File: src/rtl/grhm_pkg.sv
// ----------------------------------------------------------------------------
// grhm_pkg
// Shared types, codes and constants of the gain reduction history meter.
// ----------------------------------------------------------------------------
package grhm_pkg;

  localparam int HIST_DEPTH_DEF  = 512;
  localparam int SAMPLE_BITS_DEF = 24;
  localparam int QUEUE_DEPTH     = 2;

  localparam int ACTION_W   = 2;
  localparam int AGE_W      = 9;
  localparam int LEVEL_W    = 15;
  localparam int OUT_DATA_W = 16;
  localparam int SPB_W      = 16;
  localparam int CHAN_W     = 2;
  localparam int THR_W      = 23;
  localparam int PW_W       = 10;
  localparam int CFG_DATA_W = 23;
  localparam int CFG_IDX_W  = 2;
  localparam int MANT_W     = 16;
  localparam int SCALE_W    = 18;

  // 6.0206 * 128 in Q8 and the -80 dB floor in 1/128 dB
  localparam logic [SCALE_W-1:0] DB_SCALE = 18'd197283;
  localparam int                 DB_FLOOR = 10240;

  localparam logic [SPB_W-1:0]  SPB_RESET  = 16'd48;
  localparam logic [CHAN_W-1:0] CHAN_RESET = 2'd2;
  localparam logic [CHAN_W-1:0] CHAN_MONO  = 2'd1;
  localparam logic [THR_W-1:0]  THR_RESET  = 23'd83886;
  localparam logic [PW_W-1:0]   PW_RESET   = 10'd100;

  typedef enum logic [ACTION_W-1:0] {
    ACT_SAMPLE = 2'd0,
    ACT_READ   = 2'd1,
    ACT_PEAK   = 2'd2
  } action_e;

  typedef enum logic [1:0] {
    CMD_SAMPLE,
    CMD_READ,
    CMD_PEAK,
    CMD_NOP
  } cmd_e;

  typedef enum logic [CFG_IDX_W-1:0] {
    CFG_SAMPLES_PER_BIN   = 2'd0,
    CFG_CHANNEL_COUNT     = 2'd1,
    CFG_AUDIBLE_THRESHOLD = 2'd2,
    CFG_PEAK_WINDOW       = 2'd3
  } cfg_index_e;

  typedef enum logic [3:0] {
    BK_IDLE,
    BK_NORM,
    BK_LOG,
    BK_MUL,
    BK_CLOSE,
    BK_AGE,
    BK_RD_ADDR,
    BK_RD_DATA,
    BK_PEAK,
    BK_REPLY
  } back_state_e;

  typedef struct packed {
    logic [SPB_W-1:0]  samples_per_bin;
    logic [CHAN_W-1:0] channel_count;
    logic [THR_W-1:0]  audible_threshold;
    logic [PW_W-1:0]   peak_window;
  } cfg_t;

  typedef logic [MANT_W-1:0] mant_table_t [64];

  // q16 log2 of (64+i)/64 by repeated squaring in q30, truncating
  function automatic mant_table_t build_mant_table();
    mant_table_t t;
    logic [63:0] m;
    logic [MANT_W-1:0] frac;
    for (int i = 0; i < 64; i++) begin
      m = 64'(64 + i) << 24;
      frac = '0;
      for (int b = MANT_W - 1; b >= 0; b--) begin
        m = (m * m) >> 30;
        if (m >= 64'h8000_0000) begin
          m = m >> 1;
          frac[b] = 1'b1;
        end
      end
      t[i] = frac;
    end
    return t;
  endfunction

  localparam mant_table_t MANT_TABLE = build_mant_table();

endpackage

File: src/rtl/grhm_front.sv
// ----------------------------------------------------------------------------
// grhm_front
// Accepts input words, decodes the action and folds the channels into
// one pre and one post magnitude per sample.
// ----------------------------------------------------------------------------
module grhm_front import grhm_pkg::*; #(
  parameter int SAMPLE_BITS = SAMPLE_BITS_DEF
) (
  input  logic                   in_valid_i,
  output logic                   in_ready_o,
  input  logic [ACTION_W-1:0]    action_i,
  input  logic [SAMPLE_BITS-1:0] pre_left_i,
  input  logic [SAMPLE_BITS-1:0] pre_right_i,
  input  logic [SAMPLE_BITS-1:0] post_left_i,
  input  logic [SAMPLE_BITS-1:0] post_right_i,
  input  logic [AGE_W-1:0]       age_i,
  input  logic [CHAN_W-1:0]      channel_count_i,
  input  logic                   queue_full_i,
  output logic                   push_o,
  output cmd_e                   kind_o,
  output logic [SAMPLE_BITS-2:0] pre_mag_o,
  output logic [SAMPLE_BITS-2:0] post_mag_o,
  output logic [AGE_W-1:0]       age_o
);

  localparam int MagW = SAMPLE_BITS - 1;

  // most negative code saturates to the largest positive magnitude
  function automatic logic [MagW-1:0] magnitude(input logic [SAMPLE_BITS-1:0] v);
    logic [SAMPLE_BITS-1:0] neg_v;
    neg_v = -v;
    if (!v[SAMPLE_BITS-1]) begin
      return v[MagW-1:0];
    end else if (v == {1'b1, {MagW{1'b0}}}) begin
      return '1;
    end else begin
      return neg_v[MagW-1:0];
    end
  endfunction

  logic [MagW-1:0] pre_l, pre_r, post_l, post_r;
  logic            stereo;

  assign in_ready_o = !queue_full_i;
  assign push_o     = in_valid_i && !queue_full_i;
  assign age_o      = age_i;

  assign pre_l  = magnitude(pre_left_i);
  assign pre_r  = magnitude(pre_right_i);
  assign post_l = magnitude(post_left_i);
  assign post_r = magnitude(post_right_i);
  assign stereo = (channel_count_i != CHAN_MONO);

  always_comb begin
    pre_mag_o  = pre_l;
    post_mag_o = post_l;
    if (stereo) begin
      if (pre_r > pre_l) begin
        pre_mag_o = pre_r;
      end
      if (post_r > post_l) begin
        post_mag_o = post_r;
      end
    end
  end

  always_comb begin
    unique case (action_e'(action_i))
      ACT_SAMPLE: kind_o = CMD_SAMPLE;
      ACT_READ:   kind_o = CMD_READ;
      ACT_PEAK:   kind_o = CMD_PEAK;
      default:    kind_o = CMD_NOP;
    endcase
  end

endmodule

File: config.mk
export PLATFORM = sky130hd
export DESIGN_NAME = grhm_front
export DESIGN_NICKNAME = d
export VERILOG_FILES = /design/src/rtl/grhm_pkg.sv /design/src/rtl/grhm_front.sv
export SDC_FILE = /design/constraint.sdc
export NUM_CORES = 1
export LEC_CHECK = 0
export ABC_AREA = 1
export BUFFER_PORTS_ARGS = -buffer_cell sky130_fd_sc_hd__clkbuf_2
export CAP_MARGIN = 20
export CORE_UTILIZATION = 49
export DETAILED_ROUTE_END_ITERATION = 10
export PLACE_DENSITY = 0.87
export SETUP_SLACK_MARGIN = 0.1
export SLEW_MARGIN = 20
export SYNTH_ARGS = -nofsm -noshare
export SYNTH_HDL_FRONTEND = slang
export SYNTH_SLANG_ARGS = --single-unit
export TNS_END_PERCENT = 10
File: constraint.sdc
create_clock -name vclk -period 3.7
set_input_delay 0.37 -clock vclk [all_inputs]
set_output_delay 0.37 -clock vclk [all_outputs]
set_load 0.02 [all_outputs]
### Yosys cells after proc, flatten, opt, wreduce, memory -nomap -nowiden

Index checks and enable logic that the tools add are counted.

| operators by class | value |
|---|---|
| add/sub/neg operators | 4 |
| magnitude comparators | 2 |
| equal/unequal tests | 7 |
| muxes and demuxes | 13 |
| reduce and logical (&&, ||, !) cells | 3 |

Operators with widths:

| kind | count |
|---|---|
| two-way mux 23 bit | 12 |
| equality test 24 bit, second input constant | 4 |
| negator 23 bit | 4 |
| > comparator 23 bit | 2 |
| one-hot mux 2 bit (3 select lines) | 1 |
| equality test 2 x 1 -> 1 bit, second input constant | 1 |
| equality test 2 bit, second input constant | 1 |
| zero test 2 bit | 1 |
| != test 2 x 1 -> 1 bit, second input constant | 1 |
| logical AND 1 bit | 1 |
| zero test 1 bit | 1 |

| word-level totals | value |
|---|---|
| bits in registers | 0 |
| bits of input ports | 111 |
| output and inout port bits | 59 |
| word-level logic and storage cells | 29 |

### Logic depth before layout (Yosys ltp)

| depth | value |
|---|---|
| depth in word-level cells | 6 |
| depth in mapped cells | 24 |
| depth with buffers taken out | 22 |

### Least setup slack after synthesis

OpenSTA, ideal clock, no wires.

| timing path | value |
|---|---|
| path kind | input to output |
| from | input pre_left_i[0] |
| to | output pre_mag_o[4] |
| arrival time | 2961 ps |
| data required time | 3330 ps |
| path slack | 369 ps |
| stages | 18 |
| path buffers | 2 |
| cell sequence | inv_1 ha_1 nand4_2 nor2_4 nand4_4 buf_6 nand3_1 inv_1 ha_1 nand2_1 nor2_1 nand2_1 nor2_1 nand2_1 nand3_1 nand2_2 buf_2 o21ai_0 |

| between the ends | value |
|---|---|
| cells in the longest elaborated chain, start to end | 6 |
| elaborated cells between the ends (all ways) | 7 |
| those cells by class | add/sub: 1; order compare: 1; eq/ne: 1; mux: 4 |

RTL lines:

| what | RTL line | source |
|---|---|---|
| start, declared | grhm_front.sv:12 | `input logic [SAMPLE_BITS-1:0] pre_left_i,` |
| negator 23 bit / equality test 24 bit (equally long branches) | grhm_front.sv:31, grhm_front.sv:34 |  |
| two-way mux 23 bit | grhm_front.sv:34 | `end else if (v == {1'b1, {MagW{1'b0}}}) begin` |
| two-way mux 23 bit * | grhm_front.sv:32 | `if (!v[SAMPLE_BITS-1]) begin` |
| > comparator 23 bit | grhm_front.sv:58 | `if (pre_r > pre_l) begin` |
| two-way mux 23 bit | grhm_front.sv:58 |  |
| two-way mux 23 bit * | grhm_front.sv:57 | `if (stereo) begin` |
| end, declared | grhm_front.sv:21 | `output logic [SAMPLE_BITS-2:0] pre_mag_o,` |

Mark *: on every way between the ends. The rest lies on a longest branch, timed or not.

### Worst setup path after layout

| timing path | value |
|---|---|
| from | input post_left_i[1] |
| to | output post_mag_o[10] |

| between the ends | value |
|---|---|
| cells in the longest elaborated chain, start to end | 6 |
| elaborated cells between the ends (all ways) | 7 |
| those cells by class | add/sub: 1; order compare: 1; eq/ne: 1; mux: 4 |

RTL lines:

| what | RTL line | source |
|---|---|---|
| start, declared | grhm_front.sv:14 | `input logic [SAMPLE_BITS-1:0] post_left_i,` |
| negator 23 bit / equality test 24 bit (equally long branches) | grhm_front.sv:31, grhm_front.sv:34 |  |
| two-way mux 23 bit | grhm_front.sv:34 |  |
| two-way mux 23 bit * | grhm_front.sv:32 |  |
| > comparator 23 bit | grhm_front.sv:61 | `if (post_r > post_l) begin` |
| two-way mux 23 bit | grhm_front.sv:61 |  |
| two-way mux 23 bit * | grhm_front.sv:57 |  |
| end, declared | grhm_front.sv:22 | `output logic [SAMPLE_BITS-2:0] post_mag_o,` |

Marks and branches as above.

==> run summary <==
Outcome - finished clean
Initial antenna violation count - 0
Seq/Total Area, Yosys - 0
Fill cells - 984
Count of final setup violators - 0
Seq_cells - 0
Internal power - 0.419 mW
Routability cong. - 0.995
Peak supply drop - 0.116 mV
Remaining antenna violation count after routing - 0
Diode count - 0
Switching share of power - 0.630
Period minus WS final - 3.56 ns
Worst Path Arrival - 3.19 ns
Vias in the first global route - 5904
Worst Path Required - 3.33 ns
Clock buffer cells - 0
CP Max Fanout - 8
Net Count, Synth - 1240
Via count - 7287
Hold-fix buffers, CTS - 0
Drt pass-1 iters - 5
Dpl hpwl - 13500 um
Area Growth Syn to Fin - 23.8%
Slew margin rel. - 0.678
Grt ovf - 0
Mean Syn Cell Area - 5.11 sq um
Io pins - 170
Mapped Cells - 1079
Largest net degree at the start of global routing - 31
DP Worst Slack - -0.0888 ns
Final Core Density - 0.627
Final period utilization - 0.962
Total wire length - 17200 um
Vias per Instance - 5.32
DIE WIDTH - 108 um
Initial Util - 0.507
Synth warn - 0
Lkg Pwr - 4.22 nW
First-pass GRT wire length - 25700 um
Combinational share of power - 1.000
# DRC - 0
Clock power frac - 0
Die Y - 108 um
Unrepaired setup endpoints after global routing - yes
Part of the power in registers - 0
Cell area after synthesis - 0.00552 sq mm
FMAX - 281 MHz
Worst hold path class - primary input to primary output
Slew Viols, Final - 0
IO Port Bufs - 148
CP Class - primary input to primary output
Inst Count DP - 1347
PnR worst setup slack - 0.141 ns
Power Dens Cells - 166 mW/mm^2
# rows - 38
Max cap viols - 0
Die area - 0.0117 sq mm
Net Switching - 0.712 mW
Per-cell routed wire length - 12.6 um
Share of layout cells above drive strength 1 - 0.255
Total GRT Usage - 0.263
Type of origin of the critical path - primary input
Tightest Pin Transition - 0.478 ns
Fin. Hold Viols - 0
Core Footprint - 0.0109 sq mm
CP endpoint kind - primary output
Synth cell types - 37
Sequential cell area - 0 sq um
Detailed router's first-iteration violation count - 601
Non-filler instance count after layout - 1369
Total Nets Final - 1392
[layer usage]
metal	vias to the layer above	part of all wire	track usage
li1	3682	-	-
met1	3183	0.43	0.351
met2	362	0.46	0.452
met3	60	0.081	0.0247
met4	0	0.030	0.0577
met5	-	0	0
[cell usage in the layout, fill, tap and decap left out, types with 2 or more instances in the layout]
cell | Yosys | routed
nor2_2 | 12 | 19
nor2_1 | 116 | 107
buf_6 | 6 | 4
xor2_1 | 16 | 16
nand2_2 | 6 | 11
buf_4 | 11 | 40
nand3b_4 | 2 | 3
o21ai_2 | 0 | 5
nand3_1 | 107 | 102
nand2_1 | 381 | 375
nand4_1 | 5 | 5
ha_4 | 0 | 6
xnor2_1 | 7 | 7
nand3b_1 | 20 | 20
nand3_2 | 37 | 40
ha_1 | 50 | 43
a21o_1 | 2 | 2
a21oi_1 | 18 | 16
nand3_4 | 1 | 3
nand4_4 | 2 | 3
o21ai_0 | 32 | 25
nor2_4 | 8 | 10
or2_2 | 6 | 6
o21ai_1 | 11 | 13
buf_2 | 8 | 3
nor3_2 | 1 | 2
nor3_1 | 8 | 7
inv_2 | 10 | 12
o211ai_1 | 5 | 5
inv_1 | 174 | 169
clkbuf_2 | 0 | 133
[cells in the mapped netlist]
library cell	n	area [sq um]
nand2_2	6	37.5
a21o_1	2	15.0
nand4_4	2	42.5
nand4_2	1	12.5
nand3_2	37	370
buf_1	4	15.0
xor2_1	16	140
buf_4	11	82.6
buf_2	8	40.0
o21ai_0	32	160
o21bai_1	1	7.51
nor3_4	1	16.3
nor3_1	8	40.0
nor2_4	8	90.1
xnor2_1	7	61.3
nand3b_1	20	150
buf_6	6	67.6
or2_2	6	37.5
ha_1	50	626
inv_1	174	653
a21oi_1	18	90.1
o21ai_1	11	55.1
nand3_4	1	17.5
inv_2	10	37.5
nor2_2	12	75.1
nor3_2	1	10.0
nor2_1	116	435
a31oi_2	1	12.5
and2_1	1	6.26
clkbuf_1	6	22.5
nand2_1	381	1430
nand4_1	5	31.3
or3_1	1	6.26
clkbuf_4	1	7.51
nand3_1	107	536
o211ai_1	5	37.5
nand3b_4	2	40.0
[per-stage QoR]
step / hold WS [ns] / total power, mW / area [sq um] / TNS (ns)
final: 0.740 / 1.13 / 6830 / 0
after global routing: 0.740 / 1.25 / 6830 / -0.0554
after CTS: 0.740 / 1.02 / 6410 / 0
after detailed placement: 0.740 / 0.997 / 6330 / -1.13
after global placement: 0.740 / 0.981 / 6330 / 0
after floorplan: 0.817 / 0.708 / 5520 / 0
[final cells by class]
| cell class | count | area, sq um | share of cell area |
|---|---|---|---|
| tap | 140 | 175 | 0.0257 |
| inverter | 184 | 706 | 0.103 |
| timing repair buffer | 183 | 1090 | 0.159 |
| multi-input combinational | 862 | 4860 | 0.712 |
[path summary, 6_finish.rpt]
path / start / endpoint / slack [ns] / depth (start not counted)
worst max-delay path: post_left_i[1] / post_mag_o[10] / 0.14 / 23
worst min-delay path: age_i[4] / age_o[4] / 0.74 / 0
[cell families after synthesis]
family,count (synthesis),synth area share
AOI/OAI and AO/OA,70,0.0685
xor gates and xnor gates,23,0.0365
adders and majority gates,50,0.113
buffers and inverters,220,0.168
and+or+nand+nor,716,0.614
[what timing repair did]
item | in CTS | in global routing
setup endpoints to repair | 44 | 46
resized for setup | 2 | 99
pin swaps | 2 | 10
gates cloned | 1 | 3
setup buffers | 10 | 8
[worst max-delay path, cell delays in order]
cell and delay (ns):
clkbuf_2 0.10, inv_2 0.09, ha_4 0.15, nand3_4 0.10, nor2_4 0.14, nand2_2 0.08
nor2_4 0.14, nand3b_4 0.14, buf_4 0.17, nand3_1 0.12, inv_1 0.10, ha_4 0.28
nand2_2 0.06, nor2_4 0.11, nand3_2 0.12, nor2_4 0.16, nand2_2 0.09, nand3_4 0.10
nand2_8 0.11, buf_8 0.16, o21ai_0 0.09, nand2_1 0.08, buf_4 0.16
[power groups by stage]
| stage | clock network (mW) | logic [mW] | registers, mW |
|---|---|---|---|
| 6_report | 0 | 1.13 | 0 |
| 5_1_grt | 0 | 1.25 | 0 |
| 4_1_cts | 0 | 1.01 | 0 |
| 3_5_place_dp | 0 | 0.997 | 0 |
| 3_3_place_gp | 0 | 0.981 | 0 |
| 2_1_floorplan | 0 | 0.708 | 0 |
Note: power is estimated with default switching activity, not from simulation.
