File: config.mk
export PLATFORM = sky130hd
export DESIGN_NAME = grhm_fifo
export DESIGN_NICKNAME = d
export VERILOG_FILES = /design/src/rtl/grhm_pkg.sv /design/src/rtl/grhm_fifo.sv
export SDC_FILE = /design/constraint.sdc
export NUM_CORES = 1
export LEC_CHECK = 0
export BUFFER_PORTS_ARGS = -buffer_cell sky130_fd_sc_hd__buf_2
export CORE_MARGIN = 3
export CORE_UTILIZATION = 45
export CTS_CLUSTER_DIAMETER = 50
export DETAILED_ROUTE_END_ITERATION = 6
export PLACE_DENSITY_LB_ADDON = 0.05
export REMOVE_ABC_BUFFERS = 1
export SLEW_MARGIN = 20
export SYNTH_ARGS = -nofsm -noshare
export SYNTH_HDL_FRONTEND = slang
export SYNTH_SLANG_ARGS = --single-unit
File: constraint.sdc
create_clock -name clk_i -period 2.6 [get_ports clk_i]
set_input_delay 0.52 -clock clk_i [delete_from_list [all_inputs] [get_ports clk_i]]
set_output_delay 0.52 -clock clk_i [all_outputs]
set_load 0.02 [all_outputs]
File: src/rtl/grhm_pkg.sv
// ----------------------------------------------------------------------------
// grhm_pkg
// Shared types, codes and constants of the gain reduction history meter.
// ----------------------------------------------------------------------------
package grhm_pkg;

  localparam int HIST_DEPTH_DEF  = 512;
  localparam int SAMPLE_BITS_DEF = 24;
  localparam int QUEUE_DEPTH     = 2;

  localparam int ACTION_W   = 2;
  localparam int AGE_W      = 9;
  localparam int LEVEL_W    = 15;
  localparam int OUT_DATA_W = 16;
  localparam int SPB_W      = 16;
  localparam int CHAN_W     = 2;
  localparam int THR_W      = 23;
  localparam int PW_W       = 10;
  localparam int CFG_DATA_W = 23;
  localparam int CFG_IDX_W  = 2;
  localparam int MANT_W     = 16;
  localparam int SCALE_W    = 18;

  // 6.0206 * 128 in Q8 and the -80 dB floor in 1/128 dB
  localparam logic [SCALE_W-1:0] DB_SCALE = 18'd197283;
  localparam int                 DB_FLOOR = 10240;

  localparam logic [SPB_W-1:0]  SPB_RESET  = 16'd48;
  localparam logic [CHAN_W-1:0] CHAN_RESET = 2'd2;
  localparam logic [CHAN_W-1:0] CHAN_MONO  = 2'd1;
  localparam logic [THR_W-1:0]  THR_RESET  = 23'd83886;
  localparam logic [PW_W-1:0]   PW_RESET   = 10'd100;

  typedef enum logic [ACTION_W-1:0] {
    ACT_SAMPLE = 2'd0,
    ACT_READ   = 2'd1,
    ACT_PEAK   = 2'd2
  } action_e;

  typedef enum logic [1:0] {
    CMD_SAMPLE,
    CMD_READ,
    CMD_PEAK,
    CMD_NOP
  } cmd_e;

  typedef enum logic [CFG_IDX_W-1:0] {
    CFG_SAMPLES_PER_BIN   = 2'd0,
    CFG_CHANNEL_COUNT     = 2'd1,
    CFG_AUDIBLE_THRESHOLD = 2'd2,
    CFG_PEAK_WINDOW       = 2'd3
  } cfg_index_e;

  typedef enum logic [3:0] {
    BK_IDLE,
    BK_NORM,
    BK_LOG,
    BK_MUL,
    BK_CLOSE,
    BK_AGE,
    BK_RD_ADDR,
    BK_RD_DATA,
    BK_PEAK,
    BK_REPLY
  } back_state_e;

  typedef struct packed {
    logic [SPB_W-1:0]  samples_per_bin;
    logic [CHAN_W-1:0] channel_count;
    logic [THR_W-1:0]  audible_threshold;
    logic [PW_W-1:0]   peak_window;
  } cfg_t;

  typedef logic [MANT_W-1:0] mant_table_t [64];

  // q16 log2 of (64+i)/64 by repeated squaring in q30, truncating
  function automatic mant_table_t build_mant_table();
    mant_table_t t;
    logic [63:0] m;
    logic [MANT_W-1:0] frac;
    for (int i = 0; i < 64; i++) begin
      m = 64'(64 + i) << 24;
      frac = '0;
      for (int b = MANT_W - 1; b >= 0; b--) begin
        m = (m * m) >> 30;
        if (m >= 64'h8000_0000) begin
          m = m >> 1;
          frac[b] = 1'b1;
        end
      end
      t[i] = frac;
    end
    return t;
  endfunction

  localparam mant_table_t MANT_TABLE = build_mant_table();

endpackage

File: src/rtl/grhm_fifo.sv
// ----------------------------------------------------------------------------
// grhm_fifo
// Small command queue between the accepting front and the executing back.
// ----------------------------------------------------------------------------
module grhm_fifo import grhm_pkg::*; #(
  parameter int WIDTH = 8,
  parameter int DEPTH = QUEUE_DEPTH
) (
  input  logic             clk_i,
  input  logic             rst_ni,
  input  logic             push_i,
  input  logic [WIDTH-1:0] data_i,
  output logic             full_o,
  input  logic             pop_i,
  output logic [WIDTH-1:0] data_o,
  output logic             empty_o
);

  localparam int PtrW = $clog2(DEPTH);
  localparam int CntW = $clog2(DEPTH + 1);

  logic [WIDTH-1:0] mem_q [DEPTH];
  logic [PtrW-1:0]  wr_ptr_q, wr_ptr_d, rd_ptr_q, rd_ptr_d;
  logic [CntW-1:0]  count_q, count_d;

  assign full_o  = (count_q == CntW'(DEPTH));
  assign empty_o = (count_q == '0);
  assign data_o  = mem_q[rd_ptr_q];

  always_comb begin
    wr_ptr_d = wr_ptr_q;
    rd_ptr_d = rd_ptr_q;
    count_d  = count_q;
    if (push_i) begin
      wr_ptr_d = (wr_ptr_q == PtrW'(DEPTH - 1)) ? '0 : wr_ptr_q + PtrW'(1);
    end
    if (pop_i) begin
      rd_ptr_d = (rd_ptr_q == PtrW'(DEPTH - 1)) ? '0 : rd_ptr_q + PtrW'(1);
    end
    if (push_i && !pop_i) begin
      count_d = count_q + CntW'(1);
    end else if (pop_i && !push_i) begin
      count_d = count_q - CntW'(1);
    end
  end

  always_ff @(posedge clk_i or negedge rst_ni) begin
    if (!rst_ni) begin
      wr_ptr_q <= '0;
      rd_ptr_q <= '0;
      count_q  <= '0;
    end else begin
      wr_ptr_q <= wr_ptr_d;
      rd_ptr_q <= rd_ptr_d;
      count_q  <= count_d;
    end
  end

  always_ff @(posedge clk_i) begin
    if (push_i) begin
      mem_q[wr_ptr_q] <= data_i;
    end
  end

endmodule

# Yosys cells after proc, flatten, opt, wreduce, memory -nomap -nowiden
# Memories as Yosys holds them, arrays and structs flattened.
# Index checks and enable logic that the tools add are counted.
classes:
  n_addsub: 4
  n_mul: 0
  div_mod_pow: 0
  n_lt_le_gt_ge: 0
  n_eq_ne: 1
  shift: 0
  n_mux: 6
  n_bitwise: 0
  reduce_logical: 6
op_table:
  columns: ["cell", "n"]
  rows:
  - ["1-bit two-way mux", 4]
  - ["2-bit two-way mux", 2]
  - ["1-bit adder (second input constant)", 2]
  - ["2-bit by 1-bit adder with 2-bit output (second input constant)", 1]
  - ["2-bit equality test (second input constant)", 1]
  - ["1-bit logical AND", 2]
  - ["1-bit logical NOT", 2]
  - ["2-bit logical NOT", 1]
  - ["2-bit nonzero test", 1]
  - ["2-bit by 1-bit subtractor with 2-bit output (second input constant)", 1]
word_totals:
  ff_bits: 4
  latch_bits: 0
  ramBits: 16
  romBits: 0
  input_bits: 12
  output_inout_bits: 10
  elab_cells: 21
  memories: 1
mem_list:
  columns: ["memory", "depth", "word_bits", "read_ports", "rd_clocked_by_memory_dff", "wr", "line", "text"]
  rows:
  - ["mem_q", 2, 8, 1, 0, 1, "grhm_fifo.sv:22", "logic [WIDTH-1:0] mem_q [DEPTH];"]

# Longest topological paths before layout
# Gate-level depths: netlist of run 1.
depth:
  word_depth: 4
  ltp_mapped: 5

# Least setup slack after synthesis of run 1
# Ideal clock, no wire load.
synth_path:
  path_kind: "reg2out"
  start: "register rd_ptr_q"
  end: "output port data_o[0]"
  arrival_ns: 0.831
  required_ns: 2.080
  setup_slack_ns: 1.249
  path_stages_with_launch: 3
  path_cell_list: "dfrtp_1 buf_6 mux2_2"
synth_via:
  elab_chain_cells: 1
synth_rtl:
  columns: ["item", "line", "text"]
  rows:
  - ["start: declaration", "grhm_fifo.sv:23", "logic [PtrW-1:0] wr_ptr_q, wr_ptr_d, rd_ptr_q, rd_ptr_d;"]
  - ["start signal: assignment", "grhm_fifo.sv:54", "rd_ptr_q <= rd_ptr_d;"]
  - ["memory read 2 x 8 bit", null, null]
  - ["end: declaration", "grhm_fifo.sv:15", "output logic [WIDTH-1:0] data_o,"]
# No other way between the ends.

# Worst setup path after layout of run 1
layout_path:
  start: "register rd_ptr_q"
  end: "output port data_o[3]"
# Same word-level chain as after synthesis.

==> results of run 1 <==
registers in the layout, indices dropped and copies added (netlist names):
register  cells
count_q       2
mem_q        16
rd_ptr_q      1
wr_ptr_q      1
through the flow:
stage,setup slack (ps),hold slack [ps],util
after global routing,605,16.9,0.584
after floorplan,1170,224,-
after CTS,661,20.9,0.584
after global placement,983,330,0.567
after detailed placement,977,331,0.567
final,682,26.2,0.584
report_power, final:
part | internal (mW) | switching [mW]
Combinational | 0.141 | 0.170
Sequential | 0.435 | 0.0596
Clock | 0.0594 | 0.0810
Total | 0.635 | 0.311
final cells by class:
type / instances / area share
clock buffers: 4 / 0.0288
inverters: 1 / 0.00412
multi-input cells: 19 / 0.192
flip-flops and latches: 20 / 0.637
well taps: 16 / 0.0220
repair buffers: 21 / 0.115
worst max-delay path: stages, from the launching register on:
cell and delay [ps]:
dfrtp_1 580, mux2_2 380, buf_2 160
how the worst max path moves through the flow:
stage	start	endpoint	slack (ps)
floorplan	rd_ptr_q$_DFFE_PN0P_	data_o[0]	1170
global placement	rd_ptr_q$_DFFE_PN0P_	data_o[3]	980
detailed placement	push_i	mem_q[0][0]$_DFFE_PP_	980
CTS	rd_ptr_q$_DFFE_PN0P_	data_o[3]	660
global route	rd_ptr_q$_DFFE_PN0P_	data_o[3]	610
finish	rd_ptr_q$_DFFE_PN0P_	data_o[3]	680
cell usage after synthesis:
master	instances	area share
edfxtp_1	16	0.62
ha_1	1	0.016
inv_1	1	0.0049
nor2_1	2	0.0097
mux2_2	8	0.12
and2b_2	1	0.011
xnor2_1	1	0.011
and2_1	1	0.0081
xor2_1	4	0.045
nor2b_1	1	0.0081
dfrtp_1	4	0.13
buf_6	1	0.015
logic make-up after synthesis:
logic type,Yosys count
and+or+nand+nor,5
adders and majority gates,1
xor gates and xnor gates,5
muxes,8
buffers and inverters,2
DFF,20
per-layer routing:
layer | wire, um | vias to the layer above | share of wire
met4 | 0 | 0 | 0
met5 | 0 | - | 0
met2 | 467 | 16 | 0.46
met1 | 473 | 179 | 0.46
li1 | - | 197 | -
met3 | 77 | 0 | 0.076
==> metrics.csv, run 1 <==
metric;value;unit
final setup violation count;0;
via count of the first global-routing pass;365;
Pleak;0.375;nW
Hold Path Class;primary input to async pin;
MaxCap Viol Count;0;
Fin Setup TNS;0;ps
setup bufs post-CTS;0;
leading cell type in the layout, fill and taps excluded;buf_2;
Clk Latency, worst-skew pair;280;ps
Seq cells post-synth;20;
CTS buffer count;3;
Synth Area in Compound Gates;0;
aggregate global routing overflow;0;
FF-to-FF Start;wr_ptr_q$_DFFE_PN0P_;
fmax;521;MHz
CP Max Fanout;9;
Reg area;581;um^2
clk_skew;6.92;ps
core area;1560;um^2
largest family of logic cells by synthesized area;multiplexers;
hpwl dp;763;um
met1 track utilization from global routing;0.122;
global-route wire length before repair;1480;um
post_cts resized;0;
Critical Path RT;2080;ps
Critical R2R Capture;mem_q[0][5]$_DFFE_PP_;
layout net count;79;
RSZ-0062 raised after global routing;false;
Final GP Congestion;0.659;
hold_buf cts;0;
Tot Pwr;946;uW
Reg2Reg Setup Slack;1270;ps
synth warn;0;
Post-Synth XOR/XNOR Area;0.0568;
IO Count;22;
Post-DP Area;885;um^2
Cells after Synth;41;
clk slew on worst S/H paths;90;ps
WL per Instance;12.6;um
sequential area share after synthesis;0.753;
Setup CP Type;flop to primary output;
Avg Cell Area, Syn;18.8;um^2
H-tree depth;1;
# port buffers;21;
CTS root buf;clkbuf_4;
final hold vios;0;
Critical Path Source Type;flop;
final wirelength;1020;um
post-synthesis mux area share;0.117;
Die ar.;2250;um^2
met3 usage;0.0345;
DR vias/cell;4.84;
crit path DAT;1400;ps
fill cell count;130;
Residual DRC;0;
actual slew at the worst max-slew pin;692;ps
final critical-path required period;1920;ps
mapped cell area;771;um^2
via count;392;
fin crit share;0.738;
VDD IR max;0.000469;V
Post-DRT Antenna Nets;0;
DRT iter0 DRCs;3;
maximum buffer depth of the clock tree;2;
power density cells;1040;nW/um^2
number of diodes;0;
initial antenna violation count;0;
# rows;14;
final std cells w/o fill;81;
Die Height;47.4;um
layout cells sized above 1;0.508;
most frequent cells in the layout;buf_2 (21), edfxtp_1 (16), mux2_2 (8), xor2_1 (4), dfrtp_1 (4);
Die X-Extent;47.4;um
multi-input logic area;175;um^2
max-slew violation count;0;
Inst Count DP;77;
Worst Setup End Kind;primary output;
Design Area, Final;911;um^2
Area growth syn-to-layout;18.2;%
synth unique cells;12;
adder-cell share of the synthesized area;0.0162;
status;finished clean;
gr busiest metal;met2;
reg2reg path depth;1;
first-pass iteration count of the detailed router;4;
gr usage total;0.0986;
CTS tree;built;
worst rel slew slack;0.537;
met2 usage;0.160;
Sink Count;20;
Starting Density;0.494;
largest net degree at the start of global routing;12;
Simple-Gate Fraction of Synth Area;0.0373;
(Power assumes the default switching activity.)
==> run 2, diff against run 1 <==
--- a/config.mk
+++ b/config.mk
@@ -7,7 +7,7 @@
 export LEC_CHECK = 0
 export BUFFER_PORTS_ARGS = -buffer_cell sky130_fd_sc_hd__buf_2
 export CORE_MARGIN = 3
-export CORE_UTILIZATION = 45
+export CORE_UTILIZATION = 43
 export CTS_CLUSTER_DIAMETER = 50
 export DETAILED_ROUTE_END_ITERATION = 6
 export PLACE_DENSITY_LB_ADDON = 0.05
==> constraint.sdc (replaced) <==
create_clock -name clk_i -period 1.74 [get_ports clk_i]
set_input_delay 0.348 -clock clk_i [delete_from_list [all_inputs] [get_ports clk_i]]
set_output_delay 0.348 -clock clk_i [all_outputs]
set_load 0.02 [all_outputs]
==> metrics.csv, run 2 (synthesized netlist as in run 1, its figures left out) <==
metric;value;unit;change
Sink Count;20;;unchanged
reg2reg path depth;1;;unchanged
layout net count;81;;+2.5%
CTS root buf;clkbuf_4;;
max FFs per register;16;;unchanged
number of diodes;0;;unchanged
RSZ-0062 raised after global routing;false;;
CTS tree;built;;
Die X-Extent;48.3;um;+2.0%
final wirelength;1070;um;+5.2%
Die Height;48.3;um;+2.0%
via count of the first global-routing pass;401;;+9.9%
Area growth syn-to-layout;21.9;%;
Hold Crit Depth;2;;
final hold vios;0;;unchanged
status;finished clean;;
H-tree depth;1;;unchanged
wl on met1;461;um;-2.5%
Critical Path RT;1390;ps;-690 ps
layout cells sized above 1;0.522;;+0.0147
Final GP Congestion;0.631;;-4.2%
crit path DAT;1310;ps;-90 ps
# port buffers;21;;unchanged
leading cell type in the layout, fill and taps excluded;buf_2;;
via count;393;;+0.26%
Worst Setup End Kind;primary output;;
power density cells;1520;nW/um^2;+47%
# rows;14;;unchanged
VDD IR max;0.000742;V;+58%
Pleak;0.384;nW;+2.2%
DR vias/cell;4.32;;-11%
critical path's slowest cell;dfrtp_2;;
Design Area, Final;940;um^2;+3.2%
core area;1590;um^2;+2.2%
max-slew violation count;0;;unchanged
maximum buffer depth of the clock tree;2;;unchanged
DRT iter0 DRCs;2;;-1
first-pass iteration count of the detailed router;2;;-2
aggregate global routing overflow;0;;unchanged
top sig layer;met3;;
metal3 WL;66;um;-14%
cell breakdown of the critical path;mux2_2, buf_2;;
most frequent cells in the layout;buf_2 (21), edfxtp_1 (16), mux2_2 (8), xor2_1 (4);;
clk slew on worst S/H paths;100;ps;about the same
IO Count;22;;unchanged
clk_skew;2.97;ps;-3.96 ps
Reg2Reg Setup Slack;650;ps;-620 ps
Die ar.;2340;um^2;+4.0%
Post-DRT Antenna Nets;0;;unchanged
gr usage total;0.108;;+0.00899
CTS buffer count;3;;unchanged
hpwl dp;771;um;+1.0%
Starting Density;0.484;;-0.0109
final setup violation count;0;;unchanged
Setup CP Type;flop to primary output;;
Clk Latency, worst-skew pair;290;ps;about the same
final critical-path required period;1650;ps;
largest net degree at the start of global routing;12;;unchanged
WL per Instance;11.8;um;-6.4%
Post-DP Area;902;um^2;+2.0%
final std cells w/o fill;91;;+12%
initial antenna violation count;0;;unchanged
worst rel slew slack;0.740;;+0.202
Residual DRC;0;;unchanged
Fin Setup TNS;0;ps;unchanged
Max stage delay on crit path;490;ps;-90 ps
global-route wire length before repair;1860;um;+25%
Critical Path Source Type;flop;;
WHS;237;ps;+211 ps
actual slew at the worst max-slew pin;391;ps;-302 ps
fmax;604;MHz;
Tot Pwr;1.43;mW;+51%
met2 routed WL;543;um;+16%
Hold Path Class;primary input to flop;;
MaxCap Viol Count;0;;unchanged
Inst Count DP;86;;+12%
fin crit share;0.951;;
biggest regs;mem_q: 16 flops, count_q: 2 flops;;
CP Max Fanout;9;;unchanged
Top reg by flops;mem_q;;
-- run 2: cell types whose count changed in the layout (fill, tap and decap cells not counted), sizes merged --
cell | previous run | this run
buf | 21 | 22
dlygate4sd3 | 0 | 1
-- run 2: through the flow --
| stage | utilization | setup WS (ps) |
|---|---|---|
| floorplan | - | 484 |
| global placement | 0.566 | 308 |
| detailed placement | 0.566 | 297 |
| CTS | 0.589 | 62.1 |
| global route | 0.589 | 9.18 |
| finish | 0.589 | 85.1 |
-- run 2: repair_timing --
| action | CTS | global route |
|---|---|---|
| hold buffers | 1 | 0 |
| resized for setup | 1 | 0 |
| hold endpoints to repair | 4 | 0 |
| buffers inserted | 0 | 0 |
| endpoints found under the setup margin | 8 | 0 |
-- run 2: critical path, delay by kind of cell (launching register included) --
family   cells  cell delay, ps
buf+inv      1             160
mux          1             360
flops        1             490
-- run 2: per-layer routing --
metal  vias up  track usage
li1        198            -
met1       183        0.112
met2        12        0.179
met3         0       0.0521
met4         0       0.0569
met5         -            0
-- run 2: worst paths after layout --
path | from | to
hold / removal | pop_i | rd_ptr_q$_DFFE_PN0P_
max in group asynchronous | rst_ni | rd_ptr_q$_DFFE_PN0P_
setup / recovery | rd_ptr_q$_DFFE_PN0P_ | data_o[4]
min in group asynchronous | rst_ni | count_q[0]$_DFFE_PN0P_
setup reg to reg | wr_ptr_q$_DFFE_PN0P_ | mem_q[1][7]$_DFFE_PP_
hold reg to reg | wr_ptr_q$_DFFE_PN0P_ | wr_ptr_q$_DFFE_PN0P_
-- run 2: area by class of cell --
class                           instances  area (um^2)
Multi-Input combinational cell         19          175
Sequential cell                        20          582
Clock buffer                            4         26.3
Timing Repair Buffer                   23          123
Inverter                                1         3.75
Tap cell                               24         30.0
Fill cell                             128          654
-- run 2: power breakdown --
group	switching (mW)	leakage, nW	internal, mW	total (mW)
clock network	0.127	0.0150	0.0891	0.216
registers	0.0858	0.196	0.652	0.738
logic	0.258	0.173	0.220	0.477
==> run 3, diff against run 2 <==
--- a/config.mk
+++ b/config.mk
@@ -7,7 +7,7 @@
 export LEC_CHECK = 0
 export BUFFER_PORTS_ARGS = -buffer_cell sky130_fd_sc_hd__buf_2
 export CORE_MARGIN = 3
-export CORE_UTILIZATION = 43
+export CORE_UTILIZATION = 45
 export CTS_CLUSTER_DIAMETER = 50
 export DETAILED_ROUTE_END_ITERATION = 6
 export PLACE_DENSITY_LB_ADDON = 0.05
==> constraint.sdc (replaced) <==
create_clock -name clk_i -period 1.8 [get_ports clk_i]
set_input_delay 0.36 -clock clk_i [delete_from_list [all_inputs] [get_ports clk_i]]
set_output_delay 0.36 -clock clk_i [all_outputs]
set_load 0.02 [all_outputs]
==> metrics.csv, run 3 (synthesized netlist as in run 1, its figures left out) <==
metric;value;unit;change
number of diodes;0;;unchanged
clk_skew;6.47;ps;+3.51 ps
actual slew at the worst max-slew pin;378;ps;-12.4 ps
leading cell type in the layout, fill and taps excluded;buf_2;;
initial antenna violation count;0;;unchanged
# port buffers;21;;unchanged
final setup violation count;0;;unchanged
via count;391;;-0.51%
IO Count;22;;unchanged
hpwl dp;799;um;+3.6%
CP Max Fanout;9;;unchanged
DR vias/cell;4.71;;+9.1%
Clk Latency, worst-skew pair;290;ps;about the same
gr usage total;0.107;;-0.000328
Worst Setup End Kind;primary output;;
WHS;253;ps;+16.0 ps
aggregate global routing overflow;0;;unchanged
Hold Path Class;primary input to flop;;
final wirelength;1060;um;-0.75%
via count of the first global-routing pass;352;;-12%
final hold vios;0;;unchanged
power density cells;1480;nW/um^2;-2.6%
clk slew on worst S/H paths;100;ps;about the same
MaxCap Viol Count;0;;unchanged
DRT iter0 DRCs;5;;+3
Area growth syn-to-layout;20.6;%;
CTS root buf;clkbuf_4;;
Sink Count;20;;unchanged
Critical Path RT;1440;ps;+50 ps
most frequent cells in the layout;buf_2 (21), edfxtp_1 (16), mux2_2 (8), xor2_1 (4);;
RSZ-0062 raised after global routing;false;;
global-route wire length before repair;1570;um;-16%
layout cells sized above 1;0.522;;unchanged
worst rel slew slack;0.748;;+0.00827
Fin Setup TNS;0;ps;unchanged
core area;1560;um^2;-2.2%
Starting Density;0.494;;+0.0109
CTS buffer count;3;;unchanged
fin crit share;0.922;;
Post-DRT Antenna Nets;0;;unchanged
Top reg by flops;mem_q;;
final critical-path required period;1660;ps;
fill cell count;124;;-3.1%
Die X-Extent;47.4;um;-2.0%
Critical Path Source Type;flop;;
Die Height;47.4;um;-2.0%
Reg area;582;um^2;unchanged
crit path DAT;1300;ps;about the same
VDD IR max;0.000848;V;+14%
fmax;603;MHz;
CTS tree;built;;
biggest regs;mem_q: 16 flops, count_q: 2 flops;;
status;finished clean;;
Pleak;0.384;nW;unchanged
largest net degree at the start of global routing;12;;unchanged
Die ar.;2250;um^2;-3.9%
maximum buffer depth of the clock tree;2;;unchanged
WL per Instance;12.8;um;+8.8%
H-tree depth;1;;unchanged
# rows;14;;unchanged
setup bufs post-CTS;0;;unchanged
Final GP Congestion;0.665;;+5.4%
max FFs per register;16;;unchanged
Setup CP Type;flop to primary output;;
layout net count;81;;unchanged
Residual DRC;0;;unchanged
multi-input logic area;175;um^2;unchanged
max-slew violation count;0;;unchanged
first-pass iteration count of the detailed router;3;;+1
[run 3: cell counts in the layout (fill, tap and decap cells not counted)]
No cell type changed its count.
[run 3: area by class of cell]
type                            instances  share of cell area
Clock buffer                            4              0.0283
Inverter                                1             0.00404
Multi-Input combinational cell         19               0.188
Sequential cell                        20               0.626
Tap cell                               16              0.0215
Timing Repair Buffer                   23               0.132
[run 3: what timing repair did]
item,CTS,global route
setup endpoints to repair,1,0
hold buffers,1,0
resized for setup,1,0
hold endpoints to repair,4,0
[run 3: report_power, final]
group	internal (mW)	total, mW	switching [mW]
sequential	0.631	0.716	0.0848
clock	0.0861	0.206	0.120
combinational	0.212	0.458	0.245
[run 3: stage by stage]
| step | cells | setup slack, ps | total power [mW] | area (um^2) | util |
|---|---|---|---|---|---|
| after floorplan | 40 | 532 | 1.03 | 759 | - |
| after global placement | 78 | 359 | 1.18 | 892 | 0.572 |
| after detailed placement | 78 | 334 | 1.19 | 892 | 0.572 |
| after CTS | 83 | 105 | 1.40 | 930 | 0.596 |
| after global routing | 83 | 66.6 | 1.47 | 930 | 0.596 |
| final | 83 | 141 | 1.38 | 930 | 0.596 |
[run 3: final timing paths]
| kind | from | to | slack (ps) | cells after the start |
|---|---|---|---|---|
| max in group asynchronous | rst_ni | rd_ptr_q$_DFFE_PN0P_ | 1270 | 2 |
| max | rd_ptr_q$_DFFE_PN0P_ | data_o[6] | 140 | 2 |
| max reg2reg | wr_ptr_q$_DFFE_PN0P_ | mem_q[0][5]$_DFFE_PP_ | 670 | 2 |
| min | data_i[7] | mem_q[0][7]$_DFFE_PP_ | 250 | 1 |
| min reg2reg | wr_ptr_q$_DFFE_PN0P_ | wr_ptr_q$_DFFE_PN0P_ | 490 | 1 |
| min in group asynchronous | rst_ni | rd_ptr_q$_DFFE_PN0P_ | 400 | 2 |
[run 3: worst max-delay path: stages (launching register included)]
cell and delay [ps]:
dfrtp_2 500, mux2_2 360, buf_2 160
[run 3: per-layer routing]
| metal | GRT usage | share of wire | up-vias |
|---|---|---|---|
| li1 | - | - | 202 |
| met1 | 0.144 | 0.47 | 175 |
| met3 | 0.0345 | 0.058 | 2 |
| met5 | 0 | 0 | - |
| met4 | 0.0663 | 0.0038 | 0 |
| met2 | 0.150 | 0.46 | 12 |
